`src/design/ffbp_pkg.sv`:
```
`default_nettype none

package ffbp_pkg;

    // Width of sizes, capacity and bin fills.
    localparam int SIZE_W = 16;
    // Width of a fill plus an item size.
    localparam int SUM_W  = SIZE_W + 1;
    // Widths of the result fields.
    localparam int IDX_W  = 6;
    localparam int USED_W = 7;

    // Reset value of the capacity register.
    localparam logic [SIZE_W-1:0] CAP_RESET = SIZE_W'(1000);

    // Command codes carried in tuser.
    localparam logic CMD_PLACE = 1'b0;
    localparam logic CMD_CLEAR = 1'b1;

    // Controller states.
    typedef enum logic [2:0] {
        ST_IDLE = 3'b001,
        ST_SCAN = 3'b010,
        ST_HOLD = 3'b100
    } state_t;

    // Result item, packed so that bin_index sits in the lowest bits.
    typedef struct packed {
        logic [USED_W-1:0] bins_used;
        logic              no_room;
        logic              oversize;
        logic              opened_new_bin;
        logic [IDX_W-1:0]  bin_index;
    } res_t;

endpackage

`default_nettype wire

```
`src/design/ffbp_fill_ram.sv`:
```
`default_nettype none

module ffbp_fill_ram
    import ffbp_pkg::*;
#(
    parameter int DEPTH = 64,
    parameter int AW    = 6
) (
    input  wire logic              aclk,
    input  wire logic              wr_en,
    input  wire logic [AW-1:0]     wr_addr,
    input  wire logic [SIZE_W-1:0] wr_data,
    input  wire logic              rd_en,
    input  wire logic [AW-1:0]     rd_addr,
    output logic      [SIZE_W-1:0] rd_data
);

    logic [SIZE_W-1:0] mem [DEPTH];

    // Single write port.
    always_ff @(posedge aclk) begin
        if (wr_en) begin
            mem[wr_addr] <= wr_data;
        end
    end

    // Registered read port.
    always_ff @(posedge aclk) begin
        if (rd_en) begin
            rd_data <= mem[rd_addr];
        end
    end

endmodule

`default_nettype wire

```
`src/design/first_fit_bin_packer_unit.sv`:
```
// First-fit bin packer.
// Input channel s_*: one transfer carries a command in s_tuser (place or
// clear) and an item size in s_tdata. A place puts the item into the lowest
// open bin whose fill plus the size stays within the capacity, or opens a
// new bin; when all MAX_BINS bins are open and none fits, the item is
// refused. A clear closes every bin. Each input transfer gives exactly one
// result transfer on m_* with the bin index, the flags and the open count.
// The capacity is to be written through cfg_wr_en/cfg_wr_data by the user
// only while idle; the block itself does not enforce this. The bin fills
// live in a one-port-read memory that is read one bin per cycle from bin 0
// upward. The next input is taken once the result has moved to the
// output register. Reset (aresetn low, synchronous) closes all bins, sets
// the capacity to 1000 and clears the output valid flag; the fill memory
// is not cleared. A stalled receiver holds the result in the output
// register; one further result is kept pending and input stops until the
// register frees up.
`default_nettype none

module first_fit_bin_packer_unit
    import ffbp_pkg::*;
#(
    parameter int MAX_BINS  = 64,
    parameter int SIZE_BITS = 16
) (
    input  wire logic        aclk,
    input  wire logic        aresetn,
    // Capacity register write.
    input  wire logic        cfg_wr_en,
    input  wire logic [15:0] cfg_wr_data,   // bin_capacity
    // Input channel.
    input  wire logic        s_tvalid,
    output logic             s_tready,
    input  wire logic [15:0] s_tdata,       // item_size[15:0]
    input  wire logic [0:0]  s_tuser,       // command[0]
    // Result channel.
    output logic             m_tvalid,
    input  wire logic        m_tready,
    output logic      [15:0] m_tdata        // bin_index[5:0], opened_new_bin[6],
                                            // oversize[7], no_room[8],
                                            // bins_used[15:9]
);

    localparam int AW   = $clog2(MAX_BINS);
    localparam int CW   = $clog2(MAX_BINS + 1);
    localparam int SZ_W = (SIZE_BITS < SIZE_W) ? SIZE_BITS : SIZE_W;
    localparam logic [SIZE_W-1:0] SIZE_MASK = SIZE_W'((64'(1) << SZ_W) - 64'(1));
    localparam logic [CW-1:0]     MAX_CNT   = CW'(MAX_BINS);

    state_t            state_reg, state_next;
    logic [SIZE_W-1:0] cap_reg;
    logic [CW-1:0]     bins_open_reg, bins_open_next;
    logic [SIZE_W-1:0] size_reg, size_next;
    logic              over_reg, over_next;
    logic [CW-1:0]     issue_reg, issue_next;
    logic [AW-1:0]     rd_idx_reg;
    logic              rd_valid_reg;
    res_t              res_reg, res_next;
    res_t              out_reg;
    logic              m_tvalid_reg;

    logic              in_xfer;
    logic [SIZE_W-1:0] in_size;
    logic              in_over;
    logic              wr_en;
    logic [AW-1:0]     wr_addr;
    logic [SIZE_W-1:0] wr_data;
    logic              rd_en;
    logic [AW-1:0]     rd_addr;
    logic [SIZE_W-1:0] rd_data;
    logic [SUM_W-1:0]  fit_sum;
    logic              fits;
    logic              last_rd;
    logic              bins_full;
    logic              out_load;

    // Bin fill memory.
    ffbp_fill_ram #(
        .DEPTH (MAX_BINS),
        .AW    (AW)
    ) u_fill_ram (
        .aclk    (aclk),
        .wr_en   (wr_en),
        .wr_addr (wr_addr),
        .wr_data (wr_data),
        .rd_en   (rd_en),
        .rd_addr (rd_addr),
        .rd_data (rd_data)
    );

    // Handshake and the fit test on the bin just read.
    assign s_tready  = (state_reg == ST_IDLE);
    assign in_xfer   = s_tvalid && s_tready;
    assign in_size   = s_tdata & SIZE_MASK;
    assign in_over   = (in_size > cap_reg);
    assign fit_sum   = {1'b0, rd_data} + {1'b0, size_reg};
    assign fits      = (fit_sum <= {1'b0, cap_reg});
    assign last_rd   = ((CW'(rd_idx_reg) + CW'(1)) == bins_open_reg);
    assign bins_full = (bins_open_reg == MAX_CNT);

    // Controller: scan, read-modify-write of one fill, result capture.
    always_comb begin
        state_next     = state_reg;
        bins_open_next = bins_open_reg;
        size_next      = size_reg;
        over_next      = over_reg;
        issue_next     = issue_reg;
        res_next       = res_reg;
        wr_en          = 1'b0;
        wr_addr        = bins_open_reg[AW-1:0];
        wr_data        = size_reg;
        rd_en          = 1'b0;
        rd_addr        = issue_reg[AW-1:0];
        out_load       = 1'b0;

        case (state_reg)
            ST_IDLE: begin
                if (in_xfer) begin
                    size_next = in_size;
                    over_next = in_over;
                    if (s_tuser[0] == CMD_CLEAR) begin
                        bins_open_next = '0;
                        res_next       = '0;
                        state_next     = ST_HOLD;
                    end else if (bins_open_reg == '0) begin
                        // Empty run: the item opens bin 0 straight away.
                        wr_en                   = 1'b1;
                        wr_addr                 = '0;
                        wr_data                 = in_size;
                        bins_open_next          = CW'(1);
                        res_next.bin_index      = '0;
                        res_next.opened_new_bin = 1'b1;
                        res_next.oversize       = in_over;
                        res_next.no_room        = 1'b0;
                        res_next.bins_used      = USED_W'(1);
                        state_next              = ST_HOLD;
                    end else begin
                        rd_en      = 1'b1;
                        rd_addr    = '0;
                        issue_next = CW'(1);
                        state_next = ST_SCAN;
                    end
                end
            end
            ST_SCAN: begin
                if (rd_valid_reg && fits) begin
                    // First bin with room takes the item.
                    wr_en                   = 1'b1;
                    wr_addr                 = rd_idx_reg;
                    wr_data                 = fit_sum[SIZE_W-1:0];
                    res_next.bin_index      = IDX_W'(rd_idx_reg);
                    res_next.opened_new_bin = 1'b0;
                    res_next.oversize       = over_reg;
                    res_next.no_room        = 1'b0;
                    res_next.bins_used      = USED_W'(bins_open_reg);
                    state_next              = ST_HOLD;
                end else if (rd_valid_reg && last_rd) begin
                    res_next.oversize = over_reg;
                    if (bins_full) begin
                        // Every bin open and none fits: refuse the item.
                        res_next.bin_index      = '0;
                        res_next.opened_new_bin = 1'b0;
                        res_next.no_room        = 1'b1;
                        res_next.bins_used      = USED_W'(bins_open_reg);
                    end else begin
                        wr_en                   = 1'b1;
                        bins_open_next          = bins_open_reg + CW'(1);
                        res_next.bin_index      = IDX_W'(bins_open_reg);
                        res_next.opened_new_bin = 1'b1;
                        res_next.no_room        = 1'b0;
                        res_next.bins_used      = USED_W'(bins_open_next);
                    end
                    state_next = ST_HOLD;
                end else if (issue_reg < bins_open_reg) begin
                    rd_en      = 1'b1;
                    issue_next = issue_reg + CW'(1);
                end
            end
            ST_HOLD: begin
                if (!m_tvalid_reg || m_tready) begin
                    out_load   = 1'b1;
                    state_next = ST_IDLE;
                end
            end
            default: begin
                state_next = ST_IDLE;
            end
        endcase
    end

    // Control registers.
    always_ff @(posedge aclk) begin
        if (!aresetn) begin
            state_reg     <= ST_IDLE;
            cap_reg       <= CAP_RESET;
            bins_open_reg <= '0;
            rd_valid_reg  <= 1'b0;
            m_tvalid_reg  <= 1'b0;
        end else begin
            state_reg     <= state_next;
            bins_open_reg <= bins_open_next;
            rd_valid_reg  <= rd_en;
            if (cfg_wr_en) begin
                cap_reg <= cfg_wr_data;
            end
            if (out_load) begin
                m_tvalid_reg <= 1'b1;
            end else if (m_tready) begin
                m_tvalid_reg <= 1'b0;
            end
        end
    end

    // Payload registers.
    always_ff @(posedge aclk) begin
        size_reg   <= size_next;
        over_reg   <= over_next;
        issue_reg  <= issue_next;
        res_reg    <= res_next;
        rd_idx_reg <= rd_addr;
        if (out_load) begin
            out_reg <= res_reg;
        end
    end

    assign m_tvalid = m_tvalid_reg;
    assign m_tdata  = out_reg;

endmodule

`default_nettype wire

```
`config.mk`:
```
export PLATFORM = sky130hd
export DESIGN_NAME = first_fit_bin_packer_unit
export DESIGN_NICKNAME = d
export VERILOG_FILES = /design/src/design/ffbp_pkg.sv /design/src/design/ffbp_fill_ram.sv /design/src/design/first_fit_bin_packer_unit.sv
export SDC_FILE = /design/constraint.sdc
export NUM_CORES = 2
export LEC_CHECK = 0
export ABC_AREA = 1
export BUFFER_PORTS_ARGS = -buffer_cell sky130_fd_sc_hd__buf_4
export CAP_MARGIN = 15
export CELL_PAD_IN_SITES_DETAIL_PLACEMENT = 1
export CELL_PAD_IN_SITES_GLOBAL_PLACEMENT = 1
export CORE_MARGIN = 5
export CORE_UTILIZATION = 45
export CTS_CLUSTER_SIZE = 8
export DETAILED_ROUTE_END_ITERATION = 8
export PLACE_DENSITY_LB_ADDON = 0.1
export SYNTH_ARGS = -nofsm -noshare
export SYNTH_HDL_FRONTEND = slang
export SYNTH_SLANG_ARGS = --single-unit
export TNS_END_PERCENT = 1
```
`constraint.sdc`:
```
create_clock -name aclk -period 7.32 [get_ports aclk]
set_input_delay 0.366 -clock aclk [delete_from_list [all_inputs] [get_ports aclk]]
set_output_delay 0.366 -clock aclk [all_outputs]
set_load 0.005 [all_outputs]
```
; Word-level counts from Yosys, hierarchy flattened
; Memory sizes are Yosys's and may differ from the RTL's. A register that Yosys moved wholly into a read port is not among the register bits.
; Index checks and enable logic that the tools add are counted.
[classes]
n_addsub = 4
order_cmp = 3
n_eq_ne = 16
n_mux = 63
reduce_logical = 13
[op_table]
columns = op, n
row1 = 16-bit 2-to-1 mux, 9
row2 = 7-bit 2-to-1 mux, 13
row3 = 16-bit case mux with 2 select lines, 2
row4 = 6-bit 2-to-1 mux, 8
row5 = 7-bit case mux with 2 select lines, 2
row6 = 1-bit 2-to-1 mux, 18
row7 = 3-bit 2-to-1 mux, 6
row8 = 16-bit by 16-bit adder with 17-bit output, 1
row9 = 17-bit by 16-bit <= comparator with 1-bit output, 1
row10 = 16-bit > comparator, 1
row11 = 2-bit != test (second input constant), 8
row12 = 7-bit by 1-bit adder with 7-bit output (second input constant), 2
row13 = 6-bit case mux with 2 select lines, 1
row14 = 3-bit case mux with 3 select lines, 1
row15 = 8-bit 2-to-1 mux, 1
row16 = 6-bit by 1-bit adder with 7-bit output (second input constant), 1
row17 = 7-bit equality test, 1
row18 = 7-bit equality test (second input constant), 1
row19 = 7-bit logical NOT, 1
row20 = 7-bit less-than comparator, 1
row21 = 7-bit AND reduction, 1
row22 = 6-bit AND reduction, 1
row23 = 1-bit case mux with 2 select lines, 2
row24 = 4-bit AND reduction, 1
row25 = 12 further kinds, 15
[word_totals]
reg_bits = 90
mem_bits_rw = 1024
in_bits = 38
output_inout_bits = 18
elab_cells = 119
n_memories = 1
[mem_list]
columns = memory, words, width, rd, rd_ports_with_merged_regs, wr, line_no
row1 = u_fill_ram.mem, 64, 16, 1, 1, 1, ffbp_fill_ram.sv:18  ; logic [SIZE_W-1:0] mem [DEPTH];

; Logic depth before layout (Yosys ltp)
[depth]
depth_word = 8
ltp_mapped = 32
mapped_depth_nobuf = 31

; Cells and area by module
; Synthesis repeated with hierarchy kept, for this count alone.
[hier_totals]
cells_unflattened = 4351
hier_area_um2 = 48664.2
[modules_own_cells]
columns = mod, n_inst, cells_per_inst, area_per_inst_um2, seq_area_each_um2
row1 = ffbp_fill_ram, 1, 3517, 42259.3, 31230.0
row2 = first_fit_bin_packer_unit, 1, 834, 6404.9, 2362.3

; Worst setup path after synthesis
; OpenSTA, ideal clock, no wires.
[synth_timing]
kind = register to register
from = register size_reg[0]
to = memory u_fill_ram.mem[0][7], data pin
setup_ns = 0.549
t_arrival_ns = 5.165
t_required_ns = 6.771
setup_slack_ns = 1.607
path_stages_with_launch = 32
n_path_buf = 2
period_less_slack_ns = 5.713
path_cell_list = edfxtp_1 -> ha_1 -> inv_1 -> fa_1 -> inv_1 -> nand3_1 -> nand2_1 -> a21oi_2 -> o21ai_2 -> nand2_1 -> nand2_1 -> xnor2_1 -> inv_1 -> ha_1 -> nand2_1 -> nor2_1 -> inv_1 -> nor2_1 -> nand2_1 -> nand2_1 -> nand2_1 -> nand2_1 -> nand2_1 -> nand2_1 -> nand2_2 -> nand2_2 -> nand2_1 -> buf_2 -> inv_2 -> buf_2 -> o22ai_1 -> a21oi_1
[synth_via]
elab_chain_len = 5
[synth_lines]
columns = element, line_no
row1 = "start, declared", first_fit_bin_packer_unit.sv:52  ; logic [SIZE_W-1:0] size_reg, size_next;
row2 = "start signal, assigned", first_fit_bin_packer_unit.sv:215  ; size_reg <= size_next;
row3 = 16-bit by 16-bit adder with 17-bit output *, first_fit_bin_packer_unit.sv:95  ; assign fit_sum = {1'b0, rd_data} + {1'b0, size_reg};
row4 = 17-bit by 16-bit <= comparator with 1-bit output, first_fit_bin_packer_unit.sv:96  ; assign fits = (fit_sum <= {1'b0, cap_reg});
row5 = 1-bit logical AND, first_fit_bin_packer_unit.sv:145  ; if (rd_valid_reg && fits) begin
row6 = 16-bit 2-to-1 mux *, first_fit_bin_packer_unit.sv:145
row7 = 16-bit case mux with 2 select lines *, first_fit_bin_packer_unit.sv:115  ; case (state_reg)
row8 = via u_fill_ram.wr_data[7], ffbp_fill_ram.sv:12  ; input wire logic [SIZE_W-1:0] wr_data,
row9 = "end, declared", ffbp_fill_ram.sv:18
; The timed path passes the listed nets; every way through them passes the cells marked *.

; Worst setup path after layout
[layout_timing]
from = register size_reg[0]
to = memory u_fill_ram.mem[23][2], enable pin
[layout_via]
elab_chain_len = 7
word_cells_on_any_way = 9
cone_classes = 1 x add/sub / 1 x order compare / 6 x mux / 1 x reduce/logical
[layout_lines]
columns = element, line_no
row1 = 16-bit by 16-bit adder with 17-bit output *, first_fit_bin_packer_unit.sv:95
row2 = 17-bit by 16-bit <= comparator with 1-bit output *, first_fit_bin_packer_unit.sv:96
row3 = 1-bit logical AND *, first_fit_bin_packer_unit.sv:145
row4 = 1-bit 2-to-1 mux, first_fit_bin_packer_unit.sv:145
row5 = 1-bit case mux with 2 select lines, first_fit_bin_packer_unit.sv:115
row6 = 1-bit 2-to-1 mux, ffbp_fill_ram.sv:22  ; if (wr_en) begin
row7 = 1-bit 2-to-1 mux (not written as such), ffbp_fill_ram.sv:23  ; mem[wr_addr] <= wr_data;
; Mark *: on every way between the ends. The rest lies on a longest branch, timed or not.

==> summary.md <==
| Metric | Value |
|---|---|
| Buf+Inv Stages, Crit Path | `5` |
| Unrepaired setup endpoints after global routing | `false` |
| First-pass GRT wire length | `roughly 220,000 µm` |
| Slew of the pin with the lowest slew margin | `1.25 ns` |
| Result of the run | `completed` |
| Worst-path clk slew | `around 0.060 ns` |
| Capture point of the worst reg-to-reg path | `u_fill_ram.mem[23][2]` |
| Util after Layout | `roughly half` |
| Cell type with the highest occurrence count on the critical path | `nand2_1` |
| Ranking of synthesized cells by area | `edfxtp_1, o211ai_1, nand3_1` |
| Number of nets at the end of the flow | `~4,300` |
| Critical Path AT | `between 6 and 7 ns` |
| Worst path max stage delay | `0.77 ns` |
| Highest ir drop seen on vdd | `0.228 mV` |
| Core footprint | `0.108 mm²` |
| Number of clock sinks | `1,130` |
| Worst Hold Launch | `cfg_wr_en` |
| Flop-to-flop setup slack | `roughly 1.3 ns` |
| All-layer global routing usage | `25.3%` |
| H-tree depth | `4` |
| Most common cell after layout, fill and taps aside | `edfxtp_1` |
| Critical Path RT | `around 7.8 ns` |
| Logic depth of the worst path, buffers included | `30` |
| Unique masters post-synth | `55` |
| Fraction of registers with async set/reset | `0%` |
| Portion of the post-synthesis area used by sequential elements | `approximately two thirds` |
| Crit path max-delay family | `simple AND/OR/NAND/NOR gates` |
| Synth Warn # | `0` |
| Type of origin of the critical path | `flop` |
| Count of filler cells inserted in the layout | `about 11,000` |
| Die Ht | `about 340 µm` |
| DR vias/cell | `5.74` |
| Detailed placement HPWL | `~90,000 µm` |
| Count of final hold-check violations | `0` |
| Vias in the first global route | `roughly 33,000` |
| Routed WL per cell | `26.2 µm` |
| Number of max-cap violations | `0` |
| Worst Reg-to-Reg Cells | `30` |
| RR Startpoint | `size_reg[0]` |
| Clock root buffer master | `clkbuf_16` |
| Avg Synthesized Cell Area | `~12 µm²` |
| Antenna-violating nets left | `0` |
| Grt total ovfl | `0` |
| Leak pwr | `about 0.020 µW` |
| Post-Route Setup TNS | `0 ns` |
| End of the worst hold path | `cap_reg[4]` |
| Final max-slew violation count | `0` |
| Detailed Route Iter0 Violations | `between 2,000 and 3,000` |
| Post-route minimum period | `6.01 ns` |
| Total number of vias | `32,300` |
| Leading cell types in the layout, fill and taps excluded | `edfxtp_1, nand3_1, inv_1` |
| Largest area contributor in the netlist | `edfxtp_1` |
| Synthesis-to-layout area growth | `14.4%` |
| Crit path kind | `reg2reg` |
| Upper clock frequency limit | `around 0.17 GHz` |
| Share of the synthesized area in the top cell type | `about two thirds` |
| Routability congestion estimate | `0.839` |
| Count of mapped cells out of synthesis | `between 4,000 and 5,000` |
| Nature of the critical path endpoint | `flop` |
| Max reg flops | `1,024` |
| Register name with the most flops | `u_fill_ram.mem` |
| Num ports | `between 50 and 60` |
| Post-Route Skew | `~0.028 ns` |
| Number of placement rows | `between 100 and 150` |
| Pre-Repair DR Iteration Count | `5` |
| Number of buffers on the longest clock path | `3` |
| Most instantiated flip-flop cell in the synthesis netlist | `edfxtp_1` |
| Pin count of the biggest net entering global routing | `around 210` |
| Clk_lat worst skew | `around 0.77 ns` |
| Number of stages on the worst hold path | `3` |
| Fraction of final layout cells sized beyond drive strength 1 | `around an eighth` |
| Number of remaining DRC errors | `0` |
| Slowest CP cell | `nand3_1` |
| Syn Nets | `4,119` |
| Total die area | `0.115 mm²` |
| Number of clock buffers inserted by TritonCTS | `about 160` |
| Post-synthesis register bit count | `about 1,100` |
| DIE WIDTH | `340 µm` |
| Class of the worst hold path | `in2reg` |
| Final number of setup-violating endpoints | `0` |
| Synthesized area | `0.0489 mm²` |
| Relative slew slack | `approximately 17%` |
| Routed wire length | `about 150,000 µm` |
| Post-cts resize count | `0` |
| Initial standard-cell utilization of the core | `45.1%` |
| Count of input and output buffers | `55` |
| Antenna violations before repair | `3` |
| Total power density per cell area | `a little over 300 mW/mm²` |
| Highest net fanout along the worst path | `20` |
| Post-synth EDFFs | `between 1,000 and 1,500` |
| CTS tree | `built` |
| Period utilization | `82.1%` |
[per-stage QoR]
step / setup slack, ns / power (µW) / hold slack, ns / std cells / instance area, µm²
global route: 0.815 / 17500 / 0.109 / 5628 / 56000
detailed placement: 1.43 / 10500 / 0.408 / 5392 / 51200
CTS: 1.37 / 17100 / 0.0624 / 5628 / 56000
global placement: 1.53 / 10400 / 0.402 / 5392 / 51200
floorplan: 1.61 / 9260 / 0.400 / 4021 / 48900
finish: 1.31 / 16900 / 0.118 / 5631 / 56000
[layer usage]
metal / routed length (µm) / up-vias / global-route usage [%] / share of wire, %
li1: - / 14800 / - / -
met1: 63400 / 16400 / 34.2 / 43
met2: 71500 / 920 / 42.1 / 48
met3: 7670 / 243 / 3.50 / 5.2
met4: 5050 / 2 / 9.07 / 3.4
met5: 17 / - / 0 / 0.012
[Yosys cell counts, types with 3 or more instances]
cell type and instances:
a21o_1 3, a21oi_1 86, a22oi_1 3, a31oi_1 5, buf_1 7, buf_2 146, buf_4 20, buf_6 24
clkbuf_1 36, dfxtp_1 34, edfxtp_1 1096, ha_1 59, inv_1 497, inv_2 12, nand2_1 452, nand2_2 15
nand3_1 515, nand3_2 6, nand3b_1 6, nand4_1 11, nor2_1 128, nor2_2 5, nor3_1 11, nor4_1 3
o211ai_1 427, o211ai_2 7, o21ai_0 167, o21ai_1 42, o22ai_1 15, or2_1 33, or2_2 98, xnor2_1 8
xor2_1 16
[where the power goes]
part | total [µW] | switching [µW] | internal [µW]
Clock | 6530 | 2630 | 3900
Sequential | 7980 | 33.2 | 7940
Combinational | 2410 | 1920 | 491
Total | 16900 | 4580 | 12300
[cell families (layout without fill, tap and decap cells)]
kind of cell               count (synthesis)  after routing  share of synthesized area, %
and+or+nand+nor                         1292           1292                          12.4
DFF                                     1130           1130                          68.6
AOI/OAI and AO/OA                        767            767                          10.3
buffers and inverters                    748            941                          6.69
adders and majority gates                 60             60                          1.55
xor gates and xnor gates                  24             24                         0.429
other                                      0              3                             0
[cell type report]
cell class,instances,area (µm²),area share (%)
repair buffers,245,2130,3.80
clock inverters,12,169,0.302
clock buffers,173,4100,7.32
inverters,511,1940,3.46
diodes,3,7.51,0.0134
well taps,1414,1770,3.16
flip-flops and latches,1130,33600,60.0
multi-input cells,2143,12300,21.9
[worst min-delay path: stages]
cell and delay, ns:
buf_4 0.18, inv_2 0.15, a21oi_1 0.14
[how the worst max path moves through the flow]
| stage | from | to |
|---|---|---|
| floorplan | size_reg[0] | u_fill_ram.mem[0][7] |
| finish | size_reg[0] | u_fill_ram.mem[23][2] |
| global route | size_reg[0] | u_fill_ram.mem[31][6] |
| CTS | size_reg[0] | u_fill_ram.mem[31][6] |
| detailed placement | size_reg[0] | u_fill_ram.mem[7][6] |
| global placement | size_reg[0] | u_fill_ram.mem[31][6] |
[timing repair]
action / CTS / global route
hold endpoints to repair: 38 / 0
setup endpoints to repair: 0 / 0
buffers inserted: 0 / 0
hold buffers: 51 / 0
Note: power is estimated with default switching activity, not from simulation.
